--- src/design/assert_macros.svh ---
// Assertion macros used by the core of the box refit block.
// The macros expect a clock named clk and an active-low reset named rst_n in scope.
`ifndef ASSERT_MACROS_SVH
`define ASSERT_MACROS_SVH

// Checked at every rising clock edge while reset is released.
`define ASSERT_CLK(label, prop, msg) \
    label: assert property (@(posedge clk) disable iff (!rst_n) prop) \
        else $error(msg);

// Checked at every rising clock edge, reset included.
`define ASSERT_ALWAYS(label, prop, msg) \
    label: assert property (@(posedge clk) prop) else $error(msg);

`endif

--- src/design/cbncr_pkg.sv ---
// Shared types and constants of the nearest-corner box refit block.
// No dependencies; used by cbncr_cfg_regs and the top level.
package cbncr_pkg;

    localparam int DIM_W      = 16;
    localparam int POS_W      = 24;
    localparam int QUAT_W     = 16;
    localparam int APB_DATA_W = 32;
    localparam int PADDR_W    = 4;
    localparam int IN_DATA_W  = 168;
    localparam int OUT_DATA_W = 104;

    // One in Q.28, the scale of the rotation matrix entries.
    localparam logic signed [34:0] ROT_ONE = 35'sd268435456;
    // Rounding offsets for the shifts by 27 and by 29 bits.
    localparam logic signed [53:0] RND_27 = 54'sd67108864;
    localparam logic signed [53:0] RND_29 = 54'sd268435456;

    localparam logic signed [25:0] POS_MAX = 26'sd8388607;
    localparam logic signed [25:0] POS_MIN = -26'sd8388608;

    typedef enum logic [1:0]
    {
        CFG_WIDTH_LOWER  = 2'd0,
        CFG_WIDTH_UPPER  = 2'd1,
        CFG_LENGTH_LOWER = 2'd2,
        CFG_LENGTH_UPPER = 2'd3
    } cfg_idx_t;

    typedef struct packed
    {
        logic [DIM_W-1:0] width_lower;
        logic [DIM_W-1:0] width_upper;
        logic [DIM_W-1:0] length_lower;
        logic [DIM_W-1:0] length_upper;
    } cfg_t;

    localparam cfg_t CFG_RESET = '{
        width_lower:  16'd1229,
        width_upper:  16'd2253,
        length_lower: 16'd3072,
        length_upper: 16'd5120
    };

    // Keep a dimension that lies strictly inside (lo, hi), else take the midpoint.
    // A zero dimension stays zero.
    function automatic logic [DIM_W-1:0] pick_dim(input logic [DIM_W-1:0] dim,
                                                  input logic [DIM_W-1:0] lo,
                                                  input logic [DIM_W-1:0] hi);
        logic [DIM_W:0] mid_sum;
        mid_sum = {1'b0, lo} + {1'b0, hi};
        priority if (dim == '0)
        begin
            pick_dim = '0;
        end
        else if ((lo < dim) && (dim < hi))
        begin
            pick_dim = dim;
        end
        else
        begin
            pick_dim = mid_sum[DIM_W:1];
        end
    endfunction

endpackage

--- src/design/cbncr_cfg_regs.sv ---
// APB register file holding the four dimension bounds of the box refit block.
// Depends on cbncr_pkg for the register layout and reset values.
module cbncr_cfg_regs
(
    input  logic                                 clk,
    input  logic                                 rst_n,
    input  logic                                 psel,
    input  logic                                 penable,
    input  logic                                 pwrite,
    input  logic [cbncr_pkg::PADDR_W-1:0]        paddr,
    input  logic [cbncr_pkg::APB_DATA_W-1:0]     pwdata,
    output logic [cbncr_pkg::APB_DATA_W-1:0]     prdata,
    output logic                                 pready,
    output cbncr_pkg::cfg_t                      cfg
);
    import cbncr_pkg::*;

    cfg_t     cfg_reg;
    cfg_idx_t reg_idx;
    logic     wr_en;

    assign pready  = 1'b1;
    assign reg_idx = cfg_idx_t'(paddr[PADDR_W-1:2]);
    assign wr_en   = psel && penable && pwrite && pready;
    assign cfg     = cfg_reg;

    always_ff @(posedge clk or negedge rst_n)
    begin
        if (!rst_n)
        begin
            cfg_reg <= CFG_RESET;
        end
        else if (wr_en)
        begin
            unique case (reg_idx)
                CFG_WIDTH_LOWER:  cfg_reg.width_lower  <= pwdata[DIM_W-1:0];
                CFG_WIDTH_UPPER:  cfg_reg.width_upper  <= pwdata[DIM_W-1:0];
                CFG_LENGTH_LOWER: cfg_reg.length_lower <= pwdata[DIM_W-1:0];
                CFG_LENGTH_UPPER: cfg_reg.length_upper <= pwdata[DIM_W-1:0];
            endcase
        end
    end

    always_comb
    begin
        unique case (reg_idx)
            CFG_WIDTH_LOWER:  prdata = {{(APB_DATA_W-DIM_W){1'b0}}, cfg_reg.width_lower};
            CFG_WIDTH_UPPER:  prdata = {{(APB_DATA_W-DIM_W){1'b0}}, cfg_reg.width_upper};
            CFG_LENGTH_LOWER: prdata = {{(APB_DATA_W-DIM_W){1'b0}}, cfg_reg.length_lower};
            CFG_LENGTH_UPPER: prdata = {{(APB_DATA_W-DIM_W){1'b0}}, cfg_reg.length_upper};
        endcase
    end

endmodule

--- config.mk ---
export PLATFORM = sky130hd
export DESIGN_NAME = cbncr_cfg_regs
export DESIGN_NICKNAME = d
export VERILOG_FILES = /design/src/design/assert_macros.svh /design/src/design/cbncr_pkg.sv /design/src/design/cbncr_cfg_regs.sv
export SDC_FILE = /design/constraint.sdc
export NUM_CORES = 1
export LEC_CHECK = 0
export ABC_CLOCK_PERIOD_IN_PS = 7700
export BUFFER_PORTS_ARGS = -buffer_cell sky130_fd_sc_hd__buf_4
export CAP_MARGIN = 20
export CORE_ASPECT_RATIO = 1.4
export CORE_MARGIN = 2
export CORE_UTILIZATION = 42
export CTS_BUF_LIST = sky130_fd_sc_hd__clkbuf_4
export DETAILED_ROUTE_END_ITERATION = 7
export GPL_TIMING_DRIVEN = 1
export PLACE_DENSITY = 0.73
export RECOVER_POWER = 100
export SYNTH_ARGS = -nofsm -noshare
export SYNTH_HDL_FRONTEND = slang
export SYNTH_SLANG_ARGS = --single-unit
--- constraint.sdc ---
create_clock -name clk -period 7.7 [get_ports clk]
set_clock_uncertainty 0.2 [all_clocks]
set_input_delay 2.31 -clock clk [delete_from_list [all_inputs] [get_ports clk]]
set_output_delay 2.31 -clock clk [all_outputs]
set_load 0.01 [all_outputs]
After elaboration in Yosys (flattened, before gate mapping)
Cells that the tools add are included.

Bits in registers: 64. Bits in latches: 0. Bits in writable memories: 0. ROM bits: 0. Bits of input ports: 41. Output and inout port bits: 97. Logic and storage cells: 15. Memories: 0.

Add/sub/neg operators: 0. Multiply operators: 0. Divide/modulo/power cells: 0. Magnitude comparators: 0. Equality and inequality tests: 3. Shift-type cells: 0. Muxes and demuxes: 1. Bitwise logic cells: 0. Reductions and logical operators: 7.

Operator list (count): 32-bit one-hot mux with 4 select lines (1); 2-bit AND reduction (4); 2-bit == test, second input constant (2); 2-bit by 1-bit == test with 1-bit output, second input constant (1); 1-bit logical AND (2); 2-bit logical NOT (1).

Depth between registers and ports, before layout
Gate-level depths: netlist of run 1.

Depth after elaboration: 3. Depth in mapped cells: 6. Gate-level depth less buffers: 3.

Least setup slack after synthesis of run 1
No wires, ideal clock.

Path kind: input-to-output. Start: input paddr[2] in the netlist's numbering. End: output prdata[10] in the netlist's numbering. Arrival time: 3.303 ns. Slack: 1.887 ns. Stages on the path: 3. Buffers on the path: 2. Path through: buf_6 > buf_2 > mux4_2.

Longest elaborated chain between the ends: 2.

Ends and longest elaborated chain: from (decl) (line cbncr_cfg_regs.sv:10) `input logic [cbncr_pkg::PADDR_W-1:0] paddr,`; 2-bit == test (tied with other cells) (line cbncr_cfg_regs.sv:46) `unique case (reg_idx)`; 32-bit one-hot mux with 4 select lines (*) (line cbncr_cfg_regs.sv:46); to (decl) (line cbncr_cfg_regs.sv:12) `output logic [cbncr_pkg::APB_DATA_W-1:0] prdata,`.

Every way passes the cells marked *; elsewhere a longest branch is shown, timed or not. The select of a mux whose other input is x is not followed.

Worst setup path after layout of run 1
Start: input paddr[3] in the netlist's numbering. End: output prdata[15] in the netlist's numbering.

Same word-level chain as after synthesis.

==> results of run 1 <==
==> cell usage after synthesis (all sizes together) <==
master,instances
mux2,64
conb,2
dfstp,16
nor3,1
clkbuf,1
mux4,16
dfrtp,48
nand4,1
or3,1
or2,1
buf,26
nor2,1
inv,1
nand3,1
==> layout make-up <==
type | instances | area share
Inverter | 1 | 0.001036
Clock inverter | 5 | 0.02245
Tap cell | 95 | 0.03282
Timing Repair Buffer | 102 | 0.1430
Multi-Input combinational cell | 103 | 0.3302
Sequential cell | 64 | 0.4477
Clock buffer | 11 | 0.02280
==> worst paths after layout <==
path	from	to	slack, ns	depth (start not counted)
max in group asynchronous	rst_n	cfg[16]$_DFFE_PN0P_	2.64	1
worst min-delay path	cfg[46]$_DFFE_PN0P_	cfg[46]$_DFFE_PN0P_	0.33	1
worst min register to register	cfg[46]$_DFFE_PN0P_	cfg[46]$_DFFE_PN0P_	0.33	1
worst max-delay path	paddr[3]	prdata[15]	1.43	3
min in group asynchronous	rst_n	cfg[13]$_DFFE_PN0P_	2.82	1
worst max register to register	cfg[37]$_DFFE_PN0P_	cfg[37]$_DFFE_PN0P_	6.66	1
==> routing by layer <==
layer,track usage,up-vias
li1,-,837
met4,0.05263,0
met5,0,-
met2,0.2733,72
met1,0.2122,959
met3,0.05039,8
==> kinds of logic after synthesis <==
family,share of synthesized area
AND/OR/NAND/NOR,0.01324
multiplexers,0.3759
other,0.002482
buffers and inverters,0.07237
flip-flops,0.5360
==> metrics by stage <==
step,area [µm²],utilization,total power [mW],hold slack [ns]
2_1_floorplan,3082,-,0.6679,0.3627
3_3_place_gp,3757,0.5382,0.8551,0.3120
3_5_place_dp,3757,0.5382,0.8652,0.3193
4_1_cts,3921,0.5616,1.124,0.3438
5_1_grt,3622,0.5188,1.086,0.3556
6_report,3622,0.5188,1.023,0.3253
==> power groups by stage <==
| stage | sequential (mW) | clock [mW] | combinational, mW |
|---|---|---|---|
| 6_report | 0.481 | 0.256 | 0.285 |
| 4_1_cts | 0.492 | 0.265 | 0.368 |
| 5_1_grt | 0.494 | 0.281 | 0.311 |
| 3_3_place_gp | 0.495 | 0 | 0.360 |
| 2_1_floorplan | 0.521 | 0 | 0.147 |
| 3_5_place_dp | 0.498 | 0 | 0.368 |
==> critical path, delay by kind of cell <==
kind     cells  cell delay (ns)
buf+inv      2             1.00
mux          1             0.44
==> impl_metrics.yaml, run 1 <==
cts:
  cts_tree: "done"
  path_clk_slew_ns: 0.09
  ctsResizeCount: 0
  cts_root_buf: "clkbuf_4"
  cts_setup_buffers: 0
  numCtsBuffers: 9
  cts_buffer_depth: 2
  clock_latency_ns: 0.38
  cts_max_level: 3
  hold_buffers: 0
  cts_sinks: 64
floorplanning:
  die_x_um: 75.73
  die_y_um: 104.4
  start_util: 0.4333
  ioPinCount: 138
  rows: 36
  core_area_mm2: 0.006982
  die_area_mm2: 0.007908
yosys:
  synthDistinctLibCells: 19
  syn_area_mm2: 0.003025
  ys_seq_elements: 64
  ys_warn_count: 0
  syn_inst: 180
  synth_top_area_frac: 0.3970
  synth_top_area_cell: "dfrtp_1"
  synth.area.top_cells: "dfrtp_1 40%, mux2_2 20%, dfstp_2 14%, mux4_2 8.2%, mux2_4 5.0%"
  syn_area_per_cell_um2: 16.81
  seq_area_frac_synth: 0.5360
pwr:
  peakVddDrop_mv: 0.1515
  swShare: 0.3040
  p_seq_frac: 0.471
  p_leak_nw: 1.566
  p_per_area_mw_per_mm2: 282.3
  p_int_mw: 0.7116
  p_switching_mw: 0.3109
  pwr-share-comb: 0.279
  clockPowerShare: 0.250
finish:
  antenna_cells: 0
  final_cell_mix: "66 x clkbuf_1, 53 x mux2_2, 48 x dfrtp_1, 36 x buf_4, 17 x conb_1"
  seq_area_mm2: 0.001622
  n_fill_cell: 707
  area_delta_synth_final_pct: 19.73
  final_cells: 381
  largest_reg_flops: 64
  final_common_cell: "clkbuf_1"
  drive_gt1_frac: 0.4091
  multi_input_area_mm2: 0.001196
  nets: 322
sta:
  setup_ws_ns: 1.432
  rsz0062_at_grt: "false"
  tightestPinTransition_ns: 3.279
  hold_viol: 0
  setup_viol: 0
  fmax_mhz: 159.5
  tns_ns: 0
  drv_slew: 82
  slew_headroom: -1.186
  min_period_ns: 6.268
  finalCritPeriodShare: 0.8140
placement:
  place_congestion: 0.7153
  port_buffers: 102
  place_ws_ns: 1.708
  dpl.hpwl_mm: 4.232
  dp_cells: 365
global_routing:
  grt_pass1_vias: 1871
  grt_max_degree: 65
  antenna_found_initial: 0
  grt.total_usage: 0.1684
  grt_pass1_wl_mm: 9.860
  grt_overflow: 0
drt:
  viasPerCell: 4.924
  wl_met3_um: 348
  wl_met2_mm: 3.309
  first_pass_iters: 4
  top_layer: "met4"
  routedWlPerCell_um: 16.56
  drc_errors: 0
  wl_met1_mm: 2.559
  drt_wl_total_mm: 6.308
  vias: 1876
  drt_iter0_markers: 93
  drtAntennaViolNets: 0
status:
  status: "finished with violations"
  violations: "capacitance limit, slew limit"
worst_setup_path:
  worstPathCellList: "clkbuf_1 > mux4_1 > clkbuf_1"
  critical_path_class: "in2out"
  worstSetupStartpointType: "input pin"
  crit_path_top_delay_cell: "clkbuf_1"
  max_stage_delay_ns: 0.85
  path_common_cell: "clkbuf_1"
  cp-end-kind: "primary output"
  crit_arrival_ns: 3.76
  path_max_fanout: 19
  crit_required_ns: 5.19
job:
  max-cap-violations: 3
worst_hold_path:
  hp-class: "reg2reg"
(Power assumes the default switching activity.)
==> run 2: changes to the inputs <==
--- a/config.mk
+++ b/config.mk
@@ -5,7 +5,8 @@
 export SDC_FILE = /design/constraint.sdc
 export NUM_CORES = 1
 export LEC_CHECK = 0
-export ABC_CLOCK_PERIOD_IN_PS = 7700
+export ABC_AREA = 1
+export ABC_CLOCK_PERIOD_IN_PS = 6100
 export BUFFER_PORTS_ARGS = -buffer_cell sky130_fd_sc_hd__buf_4
 export CAP_MARGIN = 20
 export CORE_ASPECT_RATIO = 1.4
@@ -14,7 +15,7 @@
 export CTS_BUF_LIST = sky130_fd_sc_hd__clkbuf_4
 export DETAILED_ROUTE_END_ITERATION = 7
 export GPL_TIMING_DRIVEN = 1
-export PLACE_DENSITY = 0.73
+export PLACE_DENSITY = 0.72
 export RECOVER_POWER = 100
 export SYNTH_ARGS = -nofsm -noshare
 export SYNTH_HDL_FRONTEND = slang
==> constraint.sdc (replaced) <==
create_clock -name clk -period 6.1 [get_ports clk]
set_clock_uncertainty 0.2 [all_clocks]
set_input_delay 1.83 -clock clk [delete_from_list [all_inputs] [get_ports clk]]
set_output_delay 1.83 -clock clk [all_outputs]
set_load 0.01 [all_outputs]
==> impl_metrics.yaml, run 2 <==
worst_setup_path:
  r2r-start: "cfg[54]$_DFFE_PN1P_"
  cp-end-kind: "primary output"
  crit_path_start: "paddr[3]"
  path_max_fanout: 36
  crit_required_ns: 4.07
  r2r_slack_ns: 5.12
  crit_path_top_delay_cell: "nor2_4"
  worstReg2RegEnd: "cfg[54]$_DFFE_PN1P_"
  r2r_cells: 2
  worstPathCellList: "buf_4 > nor2_4 > nand2_1 > nand4_1 > clkbuf_1"
  path_delay_family: "simple AND/OR/NAND/NOR gates"
  critical_path_class: "in2out"
  crit_arrival_ns: 2.98
  critPathBufInv: 2
  cp.depth: 5
  max_stage_delay_ns: 0.49
  worstSetupStartpointType: "input pin"
  crit_end: "prdata[2]"
sta:
  hold_viol: 0
  setup_viol: 0
  tightestPinTransition_ns: 3.401
  fmax_mhz: 199.7
  slew_headroom: -1.268
  drv_slew: 65
  min_period_ns: 5.008
  finalCritPeriodShare: 0.8209
  tns_ns: 0
  rsz0062_at_grt: "false"
finish:
  final_cell_mix: "212 x nand2_1, 65 x clkbuf_1, 48 x nand3_1, 48 x dfrtp_1, 37 x buf_4"
  fin_area_mm2: 0.003721
  nets: 529
  final_common_cell: "nand2_1"
  seq_area_mm2: 0.001622
  multi_input_area_mm2: 0.001318
  area_delta_synth_final_pct: 14.61
  drive_gt1_frac: 0.1318
  antenna_cells: 0
  largest_reg_flops: 64
  final_cells: 590
  n_fill_cell: 795
worst_hold_path:
  hold_depth: 2
  hp-class: "reg2reg"
drt:
  viasPerCell: 5.047
  routedWlPerCell_um: 15.66
  vias: 2978
  drt_wl_total_mm: 9.240
  first_pass_iters: 4
  drtAntennaViolNets: 0
  drt_iter0_markers: 208
  drc_errors: 0
cts:
  cts_root_buf: "clkbuf_4"
  numCtsBuffers: 9
  hold_buffers: 0
  cts_sinks: 64
  clock_latency_ns: 0.39
  cts_buffer_depth: 2
  cts_max_level: 3
  path_clk_slew_ns: 0.10
  ctsResizeCount: 0
  cts_setup_buffers: 0
  cts_tree: "done"
global_routing:
  grt_overflow: 0
  grt_max_degree: 65
  grt_pass1_wl_mm: 14.11
  grt_pass1_vias: 2746
  grt.total_usage: 0.2184
  antenna_found_initial: 0
yosys:
  syn_inst: 396
  synth_top_area_cell: "dfrtp_1"
  ys_warn_count: 0
  synth_edf_count: 0
  yosysMostFrequentCell: "nand2_1"
  async_flop_share: 1.000
  synth_flop_cell: "dfrtp_1"
  syn_area_mm2: 0.003247
  synthDistinctLibCells: 18
  syn_area_per_cell_um2: 8.199
  seq_area_frac_synth: 0.4994
  ys_seq_elements: 64
  synth.area.top_cells: "dfrtp_1 37%, nand2_1 24%, dfstp_2 13%, nand3_1 7.4%, buf_4 3.9%"
  synth_common_cells: "208 x nand2_1, 48 x dfrtp_1, 48 x nand3_1"
  synth_top_area_frac: 0.3699
floorplanning:
  rows: 37
  die_x_um: 78.31
  ioPinCount: 138
  die_y_um: 108.0
  die_area_mm2: 0.008460
  start_util: 0.4383
  core_area_mm2: 0.007407
placement:
  dp_cells: 574
  port_buffers: 102
  place_congestion: 0.7786
  dpl-instance-area_mm2: 0.003906
  dpl.hpwl_mm: 5.797
status:
  violations: "capacitance limit, slew limit"
  status: "finished with violations"
pwr:
  p_per_area_mw_per_mm2: 308.0
  p_leak_nw: 1.921
  peakVddDrop_mv: 0.1533
job:
  max-cap-violations: 1
## run 2: how the worst min path moves through the flow
stage,endpoint,from
2_1_floorplan,cfg[48]$_DFFE_PN1P_,cfg[48]$_DFFE_PN1P_
3_5_place_dp,cfg[51]$_DFFE_PN1P_,cfg[51]$_DFFE_PN1P_
3_3_place_gp,cfg[27]$_DFFE_PN1P_,cfg[27]$_DFFE_PN1P_
6_report,cfg[51]$_DFFE_PN1P_,cfg[51]$_DFFE_PN1P_
4_1_cts,cfg[51]$_DFFE_PN1P_,cfg[51]$_DFFE_PN1P_
5_1_grt,cfg[51]$_DFFE_PN1P_,cfg[51]$_DFFE_PN1P_
## run 2: power breakdown
group | total (mW) | internal (mW) | switching (mW)
clock | 0.236 | 0.0890 | 0.147
sequential | 0.598 | 0.520 | 0.0777
combinational | 0.312 | 0.119 | 0.194
total | 1.15 | 0.728 | 0.418
## run 2: cell type report
| type | count | share of cell area |
|---|---|---|
| repair buffers | 102 | 0.1402 |
| well taps | 97 | 0.03262 |
| flip-flops and latches | 64 | 0.4358 |
| clock buffers | 11 | 0.02219 |
| multi-input cells | 305 | 0.3541 |
| clock inverters | 5 | 0.006389 |
| inverters | 6 | 0.008742 |
## run 2: worst register-to-register path, cell delays in order, from the launching register on
cell and delay, ns:
dfstp_1 0.57, nand2_1 0.07, nand2_1 0.09
## run 2: routing by layer
metal | wire [µm] | up-vias | global-route usage
li1 | - | 1412 | -
met1 | 3774 | 1430 | 0.2776
met2 | 4729 | 125 | 0.3688
met3 | 603 | 11 | 0.04341
met4 | 132 | 0 | 0.08145
met5 | 0 | - | 0
## run 2: cells by family (layout without fill, tap and decap cells)
group / count (synthesis) / in the layout / synth area share
AND/OR/NAND/NOR: 288 / 288 / 0.4008
flip-flops: 64 / 64 / 0.4994
buffers and inverters: 42 / 124 / 0.09750
other: 2 / 17 / 0.002313
## run 2: stage by stage
stage               hold slack, ns    util  setup WS (ns)  power, mW
detailed placement          0.2635  0.5274          1.087      1.001
global route                0.3144  0.5024         0.7939      1.217
finish                      0.2952  0.5024          1.092      1.146
global placement            0.2602  0.5274          1.100     0.9919
CTS                         0.2793  0.5417          1.078      1.236
floorplan                   0.2732       -          1.548     0.7787
